$ cat src/sv/csls_pkg.sv
// ----------------------------------------------------------------------------
// csls_pkg
// Shared types, token codes and lookup functions for the C subset scanner.
// ----------------------------------------------------------------------------
package csls_pkg;

  localparam int CSLS_MAX_TEXT = 8;
  localparam int QUEUE_DEPTH   = 4;
  localparam int NUM_KEYWORDS  = 17;

  localparam logic [6:0] CODE_END      = 7'd0;
  localparam logic [6:0] CODE_IDENT    = 7'd100;
  localparam logic [6:0] CODE_NUMBER   = 7'd111;
  localparam logic [6:0] CODE_LE       = 7'd48;
  localparam logic [6:0] CODE_LT       = 7'd46;
  localparam logic [6:0] CODE_GE       = 7'd50;
  localparam logic [6:0] CODE_GT       = 7'd49;
  localparam logic [6:0] CODE_QUESTION = 7'd51;
  localparam logic [6:0] CODE_INC      = 7'd53;
  localparam logic [6:0] CODE_PLUS     = 7'd40;
  localparam logic [6:0] CODE_DEC      = 7'd54;
  localparam logic [6:0] CODE_MINUS    = 7'd41;
  localparam logic [6:0] CODE_STAR     = 7'd42;
  localparam logic [6:0] CODE_SLASH    = 7'd43;
  localparam logic [6:0] CODE_COLON    = 7'd44;
  localparam logic [6:0] CODE_DOT      = 7'd45;
  localparam logic [6:0] CODE_EQEQ     = 7'd52;
  localparam logic [6:0] CODE_ASSIGN   = 7'd25;
  localparam logic [6:0] CODE_NE       = 7'd47;
  localparam logic [6:0] CODE_BANG     = 7'd31;
  localparam logic [6:0] CODE_LPAREN   = 7'd27;
  localparam logic [6:0] CODE_RPAREN   = 7'd28;
  localparam logic [6:0] CODE_LBRACE   = 7'd29;
  localparam logic [6:0] CODE_RBRACE   = 7'd30;
  localparam logic [6:0] CODE_LBRACKET = 7'd32;
  localparam logic [6:0] CODE_RBRACKET = 7'd33;
  localparam logic [6:0] CODE_SEMI     = 7'd26;
  localparam logic [6:0] CODE_PERCENT  = 7'd34;
  localparam logic [6:0] CODE_AMP      = 7'd35;
  localparam logic [6:0] CODE_HASH     = 7'd37;
  localparam logic [6:0] CODE_COMMA    = 7'd38;
  localparam logic [6:0] CODE_QUOTE    = 7'd39;

  typedef enum logic [8:0] {
    K_IDLE   = 9'b000000001,
    K_IDENT  = 9'b000000010,
    K_NUMBER = 9'b000000100,
    K_LT     = 9'b000001000,
    K_GT     = 9'b000010000,
    K_PLUS   = 9'b000100000,
    K_MINUS  = 9'b001000000,
    K_EQ     = 9'b010000000,
    K_BANG   = 9'b100000000
  } kind_t;

  typedef struct packed {
    logic [6:0]  code;
    logic [30:0] value;
    logic [63:0] text;
    logic [3:0]  len;
    logic        trunc;
    logic        ovf;
    logic        last;
  } token_t;

  typedef struct packed {
    logic [1:0] n;
    token_t     first;
    token_t     second;
  } push_t;

  // strings reversed so the first character lands in byte 0
  function automatic logic [63:0] keyword_text(input logic [4:0] idx);
    case (idx)
      5'd0:    return 64'("edulcni");
      5'd1:    return 64'("fi");
      5'd2:    return 64'("rof");
      5'd3:    return 64'("elihw");
      5'd4:    return 64'("od");
      5'd5:    return 64'("kaerb");
      5'd6:    return 64'("nruter");
      5'd7:    return 64'("esle");
      5'd8:    return 64'("hctiws");
      5'd9:    return 64'("esac");
      5'd10:   return 64'("diov");
      5'd11:   return 64'("tni");
      5'd12:   return 64'("elbuod");
      5'd13:   return 64'("gnol");
      5'd14:   return 64'("rahc");
      5'd15:   return 64'("tcurts");
      5'd16:   return 64'("tixe");
      default: return 64'hFFFF_FFFF_FFFF_FFFF;
    endcase
  endfunction

  function automatic logic [6:0] single_code(input logic [7:0] c);
    case (c)
      "?":     return CODE_QUESTION;
      "*":     return CODE_STAR;
      "/":     return CODE_SLASH;
      ":":     return CODE_COLON;
      ".":     return CODE_DOT;
      "(":     return CODE_LPAREN;
      ")":     return CODE_RPAREN;
      "{":     return CODE_LBRACE;
      "}":     return CODE_RBRACE;
      "[":     return CODE_LBRACKET;
      "]":     return CODE_RBRACKET;
      ";":     return CODE_SEMI;
      "%":     return CODE_PERCENT;
      "&":     return CODE_AMP;
      "#":     return CODE_HASH;
      ",":     return CODE_COMMA;
      "\"":    return CODE_QUOTE;
      default: return CODE_END;
    endcase
  endfunction

endpackage

$ cat src/sv/csls_core.sv
// ----------------------------------------------------------------------------
// csls_core
// Scanner state and per-byte token logic; yields up to two tokens per byte.
// ----------------------------------------------------------------------------
module csls_core import csls_pkg::*; #(
  parameter int MAX_TEXT = CSLS_MAX_TEXT
) (
  input  logic       clk,
  input  logic       rst,
  input  logic       take,
  input  logic [7:0] char_in,
  output push_t      push
);

  localparam int CW = $clog2(MAX_TEXT + 2);
  localparam logic [30:0] NUM_MAX = 31'h7FFF_FFFF;

  kind_t          kind, kind_next;
  logic [63:0]    text_buffer, text_buffer_next;
  logic [CW-1:0]  char_count, char_count_next;
  logic [30:0]    number_accumulator, number_accumulator_next;
  logic           overflow_seen, overflow_seen_next;

  logic        is_letter, is_digit, is_space;
  logic        trunc;
  logic [6:0]  kw_code;
  logic [34:0] acc_times_ten;
  logic        acc_sat;
  logic [7:0]  op_first, op_second;
  logic [6:0]  pair_code, lone_code, lone_single;
  token_t      tok_a, tok_b, r0;
  logic        a_v, b_v, start;

  assign is_letter = (char_in >= "a" && char_in <= "z") || (char_in >= "A" && char_in <= "Z");
  assign is_digit  = char_in >= "0" && char_in <= "9";
  assign is_space  = char_in == " " || char_in == "\t" || char_in == "\n";
  assign trunc     = char_count > CW'(MAX_TEXT);
  assign lone_single = single_code(char_in);

  assign acc_times_ten = ({4'b0, number_accumulator} << 3) + ({4'b0, number_accumulator} << 1)
                       + {31'b0, char_in[3:0]};
  assign acc_sat = acc_times_ten > {4'b0, NUM_MAX};

  always_comb begin
    kw_code = CODE_IDENT;
    for (int k = 0; k < NUM_KEYWORDS; k++) begin
      if (!trunc && text_buffer == keyword_text(5'(k))) kw_code = 7'(k + 1);
    end
  end

  always_comb begin
    op_first  = 8'h00;
    op_second = 8'h00;
    pair_code = CODE_END;
    lone_code = CODE_END;
    case (kind)
      K_LT:    begin op_first = "<"; op_second = "="; pair_code = CODE_LE;   lone_code = CODE_LT;     end
      K_GT:    begin op_first = ">"; op_second = "="; pair_code = CODE_GE;   lone_code = CODE_GT;     end
      K_PLUS:  begin op_first = "+"; op_second = "+"; pair_code = CODE_INC;  lone_code = CODE_PLUS;   end
      K_MINUS: begin op_first = "-"; op_second = "-"; pair_code = CODE_DEC;  lone_code = CODE_MINUS;  end
      K_EQ:    begin op_first = "="; op_second = "="; pair_code = CODE_EQEQ; lone_code = CODE_ASSIGN; end
      K_BANG:  begin op_first = "!"; op_second = "="; pair_code = CODE_NE;   lone_code = CODE_BANG;   end
      default: begin end
    endcase
  end

  always_comb begin
    kind_next               = kind;
    text_buffer_next        = text_buffer;
    char_count_next         = char_count;
    number_accumulator_next = number_accumulator;
    overflow_seen_next      = overflow_seen;
    tok_a = '0;
    tok_b = '0;
    a_v   = 1'b0;
    b_v   = 1'b0;
    start = 1'b0;

    case (kind)
      K_IDENT: begin
        if (is_letter || is_digit) begin
          for (int i = 0; i < 8; i++) begin
            if (i < MAX_TEXT && char_count == CW'(i)) text_buffer_next[8*i +: 8] = char_in;
          end
          if (!trunc) char_count_next = char_count + CW'(1);
        end else begin
          a_v        = 1'b1;
          tok_a.code = kw_code;
          tok_a.text = text_buffer;
          tok_a.len  = trunc ? 4'(MAX_TEXT) : 4'(char_count);
          tok_a.trunc = trunc;
          start      = 1'b1;
        end
      end
      K_NUMBER: begin
        if (is_digit) begin
          number_accumulator_next = acc_sat ? NUM_MAX : acc_times_ten[30:0];
          overflow_seen_next      = overflow_seen | acc_sat;
        end else begin
          a_v         = 1'b1;
          tok_a.code  = CODE_NUMBER;
          tok_a.value = number_accumulator;
          tok_a.ovf   = overflow_seen;
          start       = 1'b1;
        end
      end
      K_LT, K_GT, K_PLUS, K_MINUS, K_EQ, K_BANG: begin
        a_v = 1'b1;
        if (char_in == op_second) begin
          tok_a.code = pair_code;
          tok_a.text = {48'b0, char_in, op_first};
          tok_a.len  = 4'd2;
          kind_next               = K_IDLE;
          text_buffer_next        = '0;
          char_count_next         = '0;
          number_accumulator_next = '0;
          overflow_seen_next      = 1'b0;
        end else begin
          tok_a.code = lone_code;
          tok_a.text = {56'b0, op_first};
          tok_a.len  = 4'd1;
          start      = 1'b1;
        end
      end
      default: start = 1'b1;
    endcase

    if (start) begin
      kind_next               = K_IDLE;
      text_buffer_next        = '0;
      char_count_next         = '0;
      number_accumulator_next = '0;
      overflow_seen_next      = 1'b0;
      if (is_space) begin
      end else if (is_letter) begin
        kind_next        = K_IDENT;
        text_buffer_next = {56'b0, char_in};
        char_count_next  = CW'(1);
      end else if (is_digit) begin
        kind_next               = K_NUMBER;
        number_accumulator_next = {27'b0, char_in[3:0]};
      end else begin
        case (char_in)
          "<":     kind_next = K_LT;
          ">":     kind_next = K_GT;
          "+":     kind_next = K_PLUS;
          "-":     kind_next = K_MINUS;
          "=":     kind_next = K_EQ;
          "!":     kind_next = K_BANG;
          8'h00:   b_v = 1'b1;
          default: begin
            if (lone_single != CODE_END) begin
              b_v        = 1'b1;
              tok_b.code = lone_single;
              tok_b.text = {56'b0, char_in};
              tok_b.len  = 4'd1;
            end
          end
        endcase
      end
    end
  end

  always_comb begin
    r0      = a_v ? tok_a : tok_b;
    r0.last = !(a_v && b_v);
    push.first       = r0;
    push.second      = tok_b;
    push.second.last = 1'b1;
    push.n = take ? ({1'b0, a_v} + {1'b0, b_v}) : 2'd0;
  end

  always_ff @(posedge clk) begin
    if (rst) begin
      kind               <= K_IDLE;
      text_buffer        <= '0;
      char_count         <= '0;
      number_accumulator <= '0;
      overflow_seen      <= 1'b0;
    end else if (take) begin
      kind               <= kind_next;
      text_buffer        <= text_buffer_next;
      char_count         <= char_count_next;
      number_accumulator <= number_accumulator_next;
      overflow_seen      <= overflow_seen_next;
    end
  end

`ifndef SYNTHESIS
  a_end_clears: assert property (@(posedge clk) disable iff (rst)
    take && char_in == 8'h00 |=> kind == K_IDLE && char_count == '0)
    else $error("end of text left scanner state");

  a_pair_last: assert property (@(posedge clk) disable iff (rst)
    push.n == 2'd2 |-> !push.first.last && push.second.last)
    else $error("last flag misplaced on two-token byte");

  a_ident_count: assert property (@(posedge clk) disable iff (rst)
    kind == K_IDENT |-> char_count != '0)
    else $error("identifier pending with no characters");
`endif

endmodule

$ cat src/sv/csls_queue.sv
// ----------------------------------------------------------------------------
// csls_queue
// Small token queue: takes up to two tokens per cycle while room is high, hands out one as out_ready allows.
// ----------------------------------------------------------------------------
module csls_queue import csls_pkg::*; #(
  parameter int DEPTH = QUEUE_DEPTH
) (
  input  logic   clk,
  input  logic   rst,
  input  push_t  push,
  output logic   room,
  output logic   out_valid,
  input  logic   out_ready,
  output token_t head_tok
);

  localparam int PW   = $clog2(DEPTH);
  localparam int CNTW = $clog2(DEPTH + 1);

  token_t          slots [DEPTH];
  logic [PW-1:0]   head, tail;
  logic [CNTW-1:0] count;
  logic            pop;

  assign pop       = out_valid && out_ready;
  assign out_valid = count != '0;
  assign room      = count <= CNTW'(DEPTH - 2);
  assign tail      = head + count[PW-1:0];
  assign head_tok  = slots[head];

  always_ff @(posedge clk) begin
    if (rst) begin
      head  <= '0;
      count <= '0;
    end else begin
      if (pop) head <= head + PW'(1);
      count <= count + CNTW'(push.n) - CNTW'(pop);
    end
  end

  always_ff @(posedge clk) begin
    if (push.n != 2'd0) slots[tail] <= push.first;
    if (push.n == 2'd2) slots[tail + PW'(1)] <= push.second;
  end

`ifndef SYNTHESIS
  a_count_bound: assert property (@(posedge clk) disable iff (rst)
    count <= CNTW'(DEPTH))
    else $error("queue count beyond depth");

  a_push_room: assert property (@(posedge clk) disable iff (rst)
    push.n != 2'd0 |-> count <= CNTW'(DEPTH - 2))
    else $error("push without room for two tokens");

  a_hold: assert property (@(posedge clk) disable iff (rst)
    out_valid && !out_ready |=> out_valid && head == $past(head))
    else $error("queued token lost while stalled");
`endif

endmodule

$ cat src/sv/c_subset_lexical_scanner.sv
// Throughput: one byte per cycle while in_ready is high; each token is written
// into the output queue by the byte that ends it. A byte that ends a token and
// starts a single-character one yields two tokens, drained one per cycle by the
// queue when out_ready is high. in_ready is high while it has room for two.
// Reset: synchronous, clears scanner state and empties the output queue.
// ----------------------------------------------------------------------------
// c_subset_lexical_scanner
// Byte-stream tokenizer for a small C subset with keyword match.
// ----------------------------------------------------------------------------
module c_subset_lexical_scanner import csls_pkg::*; #(
  parameter int MAX_TEXT = CSLS_MAX_TEXT,
  parameter int DEPTH    = QUEUE_DEPTH
) (
  input  logic        clk,
  input  logic        rst,
  input  logic        in_valid,
  output logic        in_ready,
  input  logic [7:0]  char_in,
  output logic        out_valid,
  input  logic        out_ready,
  output logic [6:0]  token_code,
  output logic [30:0] number_value,
  output logic [63:0] token_text,
  output logic [3:0]  text_length,
  output logic        text_truncated,
  output logic        number_overflow,
  output logic        last_of_run
);

  push_t  push;
  token_t head_tok;
  logic   take;

  assign take = in_valid && in_ready;

  csls_core #(.MAX_TEXT(MAX_TEXT)) u_core (
    .clk     (clk),
    .rst     (rst),
    .take    (take),
    .char_in (char_in),
    .push    (push)
  );

  csls_queue #(.DEPTH(DEPTH)) u_queue (
    .clk       (clk),
    .rst       (rst),
    .push      (push),
    .room      (in_ready),
    .out_valid (out_valid),
    .out_ready (out_ready),
    .head_tok  (head_tok)
  );

  assign token_code      = head_tok.code;
  assign number_value    = head_tok.value;
  assign token_text      = head_tok.text;
  assign text_length     = head_tok.len;
  assign text_truncated  = head_tok.trunc;
  assign number_overflow = head_tok.ovf;
  assign last_of_run     = head_tok.last;

endmodule
$ cat config.mk
export PLATFORM = sky130hd
export DESIGN_NAME = c_subset_lexical_scanner
export DESIGN_NICKNAME = d
export VERILOG_FILES = /design/src/sv/csls_pkg.sv /design/src/sv/csls_core.sv /design/src/sv/csls_queue.sv /design/src/sv/c_subset_lexical_scanner.sv
export SDC_FILE = /design/constraint.sdc
export NUM_CORES = 1
export LEC_CHECK = 0
export BUFFER_PORTS_ARGS = -buffer_cell sky130_fd_sc_hd__buf_2
export CORE_UTILIZATION = 35
export CTS_CLUSTER_DIAMETER = 100
export DETAILED_ROUTE_END_ITERATION = 10
export PLACE_DENSITY = 0.59
export SLEW_MARGIN = 20
export SYNTH_ARGS = -nofsm -noshare
export SYNTH_HDL_FRONTEND = slang
export SYNTH_SLANG_ARGS = --single-unit
$ cat constraint.sdc
create_clock -name clk -period 9.43 [get_ports clk]
set_input_delay 0.4715 -clock clk [delete_from_list [all_inputs] [get_ports clk]]
set_output_delay 0.4715 -clock clk [all_outputs]
set_load 0.01 [all_outputs]
==> metrics.md, run 1 <==
| Metric | Value |
|---|---|
| Run status | finished, final reports clean |
| Most frequent cell on the critical path | nand2_1 |
| Reg-to-reg slack, setup | between 4000 and 5000 ps |
| Tmin final | 5530 ps |
| Worst-Margin Slew | between 1000 and 1500 ps |
| CTS clock-pin slew for the worst setup and hold paths | 60 ps |
| CP required | around 10000 ps |
| Layout cells sized above 1 | 13.6% |
| Post-synth EDFFs | 60 |
| Power Dens Cells | between 150 and 200 nW/um^2 |
| Hold Crit Start | rst |
| Number of global-route vias before repair | approximately 21000 |
| RSZ-0062 raised after global routing | false |
| Worst-path cell with the longest stage delay | buf_4 |
| Total wire length | 77500 um |
| Synthesized area | approximately 26000 sq um |
| Die height | between 200 and 300 um |
| CTS root buf | clkbuf_16 |
| Area taken by multi-input logic gates | approximately 13000 sq um |
| Post-synthesis sequential element count | 552 |
| RePlAce Congestion | about 0.96 |
| Dpl hpwl | 51100 um |
| CP Max Fanout | 67 |
| Asr flop ratio synth | 0% |
| Antenna viol nets, final | 0 |
| CP peak stage delay | 840 ps |
| Lkg Pwr | 10.6 nW |
| Most common cell after layout, fill and taps aside | nand2_1 |
| Max Fclk | 0.181 GHz |
| Synth top area share | approximately two fifths |
| Worst hold path type | in -> reg |
| Yosys top cell by area | dfxtp_1 |
| Clock latency on the worst-skew pair | 640 ps |
| Hold Path End | u_core.kind[6]$_SDFFE_PP0P_ |
| Worst Setup Start Kind | primary input |
| CP endpoint kind | flop |
| Total global-route track usage | between 20% and 30% |
| Worst-path cell chain | buf_2, clkinv_1, nand2_1, o22ai_1, a32oi_1, o2bb2ai_1, nor2b_1, nand2_1, ha_1, o21ai_1, nor2_1, nor2_4, buf_4, nand2_1, o21ai_0 |
| Fin Setup TNS | 0 ps |
| Crit Path Class | in -> reg |
| CTS resizes | 0 |
| Yosys Warn Count | 0 |
| Main flop type after synthesis | dfxtp_1 |
| Avg Cell Area, Syn | approximately 9.3 sq um |
| Initial Util | around 35% |
| Most frequent cells in the layout | nand2_1 (556), dfxtp_1 (490), o21ai_0 (415) |
| Final setup vio count | 0 |
| 1st-iter DRT viols | 1571 |
| CTS tree | done |
| Top post-synthesis cells by area | dfxtp_1 (38%), mux4_2 (9.5%), nand2_1 (8.1%) |
| Vias | around 21000 |
| Period utilisation layout | around three fifths |
| WP data arrival | roughly 6100 ps |
| # clock sinks | 552 |
| Die width | around 270 um |
| Final Hold Viols | 0 |
| Layout area overhead | 12.4% |
| Storage cell area | between 10000 and 15000 sq um |
| H-tree lvl count | 2 |
| Largest net degree at the start of global routing | 77 |
| Num rows | 99 |
| Unique masters post-synth | 95 |
| Hold Slack | 169 ps |
| Routed len/inst | a little over 20 um |
| Post-CTS Hold Buffers | 0 |
| Max Slew Vio Count | 0 |
| Clk buf depth | 3 |
| R2R Path Start | u_core.kind[7]$_SDFFE_PP0P_ |
| Max Cap Violations | 0 |
| Worst Reg-to-Reg Cells | 11 |
| First-pass GRT wire length | 121000 um |
| DRC | 0 |
| Relative slew slack | 26.3% |
| Post-CTS Setup Bufs | 0 |
| Final #Nets | roughly 2900 |
| Initial antenna violation count | 7 |
| Global route overflow | 0 |
| DR pass1 iterations | 5 |
| Synthesized instance count | approximately 2800 |
| PortBufs | between 100 and 150 |
| Critical R2R Capture | u_queue.slots[1][69]$_SDFFE_PP0P_ |
| Top-level I/O count | about 120 |
| Register area share after synthesis | a little under half |
| Worst VDD drop | between 100 and 150 uV |
| CTS Buf Count | between 50 and 60 |
| Die area | 74800 sq um |
| Fill cell count | 7323 |
| Syn Nets | ~2900 |
| Vias/cell | 5.54 |
| Post-Route Skew | around 28 ps |
| Hold path depth | 2 |
| Core area | 73000 sq um |
==> worst max-delay path by stage <==
stage                          start                           endpoint  slack, ps  depth (start not counted)
final                     char_in[0]  u_queue.slots[1][69]$_SDFFE_PP0P_       3900                         15
after global routing      char_in[0]  u_queue.slots[1][64]$_SDFFE_PP0P_       3530                         15
after CTS                 char_in[2]  u_queue.slots[1][19]$_SDFFE_PP0P_       3950                         12
after detailed placement  char_in[2]  u_queue.slots[1][15]$_SDFFE_PP0P_       3340                         12
after global placement    char_in[0]  u_queue.slots[1][18]$_SDFFE_PP0P_       3410                         14
after floorplan           char_in[2]      u_queue.slots[1][3]$_DFFE_PP_       5340                         15
==> area by class of cell <==
type	count	share of cell area, %
multi-input combinational	2003	46.2
sequential	552	40.2
clock buffer	81	5.55
tap	959	4.14
timing repair buffer	143	2.66
clock inverter	24	0.885
inverter	27	0.350
antenna	1	0.00863
==> where the power goes <==
group	switching [mW]	internal (mW)	leakage [nW]	total, mW
combinational	0.379	0.223	5.06	0.602
clock	0.979	1.28	0.905	2.26
sequential	0.0608	2.40	4.62	2.46
total	1.42	3.90	10.6	5.31
==> cell usage after synthesis, types with 8 or more instances <==
| master | instances |
|---|---|
| nand2_1 | 556 |
| dfxtp_1 | 492 |
| o21ai_0 | 415 |
| nor2_1 | 159 |
| clkbuf_1 | 150 |
| mux4_2 | 109 |
| ha_1 | 70 |
| edfxtp_1 | 60 |
| a21oi_1 | 56 |
| mux2i_1 | 55 |
| a22o_1 | 52 |
| nand3_1 | 38 |
| nor3_1 | 37 |
| nand4_1 | 34 |
| o22ai_1 | 30 |
| nor4_1 | 29 |
| buf_1 | 26 |
| inv_1 | 26 |
| nor2b_1 | 25 |
| xnor2_1 | 21 |
| or3_1 | 19 |
| a21o_1 | 16 |
| nand2b_1 | 16 |
| nor3b_1 | 16 |
| xor2_1 | 15 |
| a22oi_1 | 14 |
| and3_1 | 12 |
| and2_1 | 10 |
| a221o_1 | 9 |
| o211ai_1 | 9 |
| o21a_1 | 9 |
| a21oi_2 | 8 |
| a221oi_1 | 8 |
| a31oi_1 | 8 |
| nor4b_1 | 8 |
| nor4bb_1 | 8 |
==> routing by layer <==
metal	share of wire [%]	track usage (%)	vias to the layer above
li1	-	-	10082
met1	45	27.3	10208
met2	47	34.1	560
met3	5.5	3.32	129
met4	2.3	5.60	8
met5	0.061	0	-
==> state kept, by name, summed over array words and instances (netlist names), named ones only <==
name,count
u_queue.head,2
u_queue.slots,436
u_core.number_accumulator,31
u_core.char_count,4
u_core.kind,9
u_core.overflow_seen,1
u_core.text_buffer,64
u_queue.count,3
==> kinds of logic after synthesis <==
kind of cell | synth area share (%)
flops | 45.2
xor+xnor | 1.22
simple gates | 18.6
buf+inv | 3.16
mux | 11.7
fa+ha+maj | 3.63
compound gates | 16.6
==> critical path: cells and delay by family <==
family	cells	cell delay (ps)
AOI/OAI and AO/OA	5	1100
adders and majority gates	1	430
and+or+nand+nor	6	2410
buffers and inverters	3	1600
==> stage by stage <==
step | util, % | instances | cell area (sq um) | setup WS (ps) | power (mW)
6_report | 39.7 | 3790 | 29000 | 3900 | 5.31
4_1_cts | 39.7 | 3789 | 29000 | 3950 | 5.37
3_3_place_gp | 37.2 | 3684 | 27100 | 3410 | 3.11
5_1_grt | 39.7 | 3790 | 29000 | 3530 | 5.51
2_1_floorplan | - | 2766 | 25800 | 5340 | 2.92
3_5_place_dp | 37.2 | 3684 | 27100 | 3340 | 3.12
No activity file was read; power rests on OpenSTA's default activity.
==> inputs of run 2 (changes only) <==
Clock period 9.43 ns to 5.5 ns, I/O delays scaled along.
==> metrics.md, run 2 (synthesized netlist as in run 1, its figures left out) <==
| Metric | Value |
|---|---|
| DRC | 0 |
| Die height | about 270 um |
| WP data arrival | 5180 ps |
| Most frequent cell on the critical path | buf_4 |
| Lkg Pwr | ~11 nW |
| Max Cap Violations | 0 |
| Number of global-route vias before repair | roughly 21000 |
| Final Cell Area | around 29000 sq um |
| CP Max Fanout | 47 |
| CP required | around 6000 ps |
| Placed Cells | around 3700 |
| Worst hold path type | in -> reg |
| First-pass GRT wire length | about 120000 um |
| Vias/cell | between 5 and 6 |
| Final #Nets | between 2000 and 3000 |
| Worst-path cell chain | xor2_1, a211oi_2, o31ai_4, or3_1, ha_1, o21ai_1, nor2_1, nor2_4, buf_4, buf_4, a22o_1 |
| Global route overflow | 0 |
| CP bufs+invs | 2 |
| Initial Util | a little over a third |
| Top Registers | u_queue.slots (436), u_core.text_buffer (64), u_core.number_accumulator (31) |
| DR pass1 iterations | 5 |
| Period utilisation layout | ~84% |
| Fill cell count | slightly above 7000 |
| CP delay by family, top | buffers and inverters |
| R2R Path Start | u_core.kind[7]$_SDFFE_PP0P_ |
| Worst-path cell with the longest stage delay | dfxtp_1 |
| Post-Place Cell Area | 27400 sq um |
| Post-CTS Setup Bufs | 0 |
| Worst Setup Start Kind | flop |
| Most frequent cells in the layout | nand2_1 (556), dfxtp_1 (490), o21ai_0 (415) |
| Run status | finished, final reports clean |
| H-tree lvl count | 2 |
| Routed len/inst | just over 20 um |
| Power Dens Cells | between 300 and 400 nW/um^2 |
| Relative slew slack | 31.6% |
| Vias | between 20000 and 25000 |
| Largest net degree at the start of global routing | 94 |
| Antenna viol nets, final | 0 |
| Layout cells sized above 1 | between 10 and 15% |
| Die area | roughly 75000 sq um |
| Total global-route track usage | a little over 20% |
| Die width | between 200 and 300 um |
| Crit Path Class | reg -> reg |
| RSZ-0062 raised after global routing | false |
| Max Slew Vio Count | 0 |
| Clock latency on the worst-skew pair | about 630 ps |
| Core area | between 70000 and 80000 sq um |
| Area taken by multi-input logic gates | approximately 13000 sq um |
| # clock sinks | roughly 550 |
| Layout area overhead | 14.0% |
| CTS root buf | clkbuf_16 |
| Critical Path Source | u_core.kind[7]$_SDFFE_PP0P_ |
| Dpl hpwl | 52100 um |
| Worst VDD drop | between 200 and 300 uV |
| Max reg flops | 436 |
| CP peak stage delay | 700 ps |
| Post-CTS Hold Buffers | 0 |
| CTS tree | done |
| Non-Filler Instances | 3823 |
| CP endpoint kind | flop |
| CTS resizes | 0 |
| Storage cell area | 11700 sq um |
| Post-Route Skew | between 30 and 40 ps |
| Worst-Margin Slew | a little over 1000 ps |
| Tmin final | around 4600 ps |
| Hold Path End | u_core.text_buffer[6]$_SDFFE_PP0P_ |
| 1st-iter DRT viols | approximately 1500 |
| Most common cell after layout, fill and taps aside | nand2_1 |
| Final Hold Viols | 0 |
| CTS clock-pin slew for the worst setup and hold paths | around 60 ps |
| Top-level I/O count | approximately 120 |
| Reg-to-reg slack, setup | 880 ps |
| Fin util | a little over 40% |
| Fin Setup TNS | 0 ps |
| RePlAce Congestion | approximately 0.96 |
| Hold path depth | 2 |
| Max Fclk | 0.216 GHz |
| PortBufs | between 100 and 150 |
| Total wire length | between 70000 and 80000 um |
| Worst Reg-to-Reg Cells | 11 |
| Most flops, register | u_queue.slots |
| Initial antenna violation count | 6 |
| CTS Buf Count | 60 |
| Final setup vio count | 0 |
| Hold Crit Start | char_in[6] |
| Critical R2R Capture | u_queue.slots[3][17]$_SDFFE_PP0P_ |
| Clk buf depth | 3 |
| Num rows | 99 |
run 2: cell count changes in the layout (fill, tap and decap cells not counted), moves of 2 or more:
cell / before / now
buf_12: 0 / 6
buf_4: 22 / 40
clkbuf_1: 16 / 9
clkbuf_16: 58 / 62
clkbuf_8: 7 / 12
clkinv_1: 3 / 1
clkinv_2: 10 / 19
clkinvlp_4: 4 / 0
run 2: power breakdown:
group / internal [mW] / switching (mW) / total [mW]
sequential: 4.11 / 0.146 / 4.25
combinational: 0.396 / 0.611 / 1.01
clock: 2.42 / 1.70 / 4.11
total: 6.92 / 2.45 / 9.37
run 2: per-layer routing:
layer  vias up  GRT usage, %  wire length [um]
li1      10143             -                 -
met5         -             0                47
met4         8          5.12              1660
met1     10392          27.7             34900
met2       570          34.9             37400
met3       117          3.21              4280
run 2: metrics by stage:
| stage | setup slack, ps | power (mW) | hold WS, ps |
|---|---|---|---|
| floorplan | 1610 | 5.00 | 420 |
| global placement | 956 | 5.35 | 428 |
| detailed placement | 848 | 5.36 | 436 |
| CTS | 921 | 9.47 | 69.0 |
| global route | 588 | 9.71 | 132 |
| finish | 878 | 9.37 | 128 |
run 2: how the worst max path moves through the flow:
stage                     cells past startpoint                                 to
after floorplan                              15      u_queue.slots[1][3]$_DFFE_PP_
after global placement                       13  u_queue.slots[3][20]$_SDFFE_PP0P_
after detailed placement                     13  u_queue.slots[3][16]$_SDFFE_PP0P_
after CTS                                    12  u_queue.slots[3][58]$_SDFFE_PP0P_
after global routing                         12  u_queue.slots[3][25]$_SDFFE_PP0P_
final                                        11  u_queue.slots[3][17]$_SDFFE_PP0P_
run 2: layout make-up:
class / instances / area share (%)
antenna: 2 / 0.0170
multi-input combinational: 2003 / 45.5
tap: 959 / 4.08
clock inverter: 30 / 0.974
clock buffer: 83 / 5.95
timing repair buffer: 167 / 3.49
inverter: 27 / 0.345
sequential: 552 / 39.6
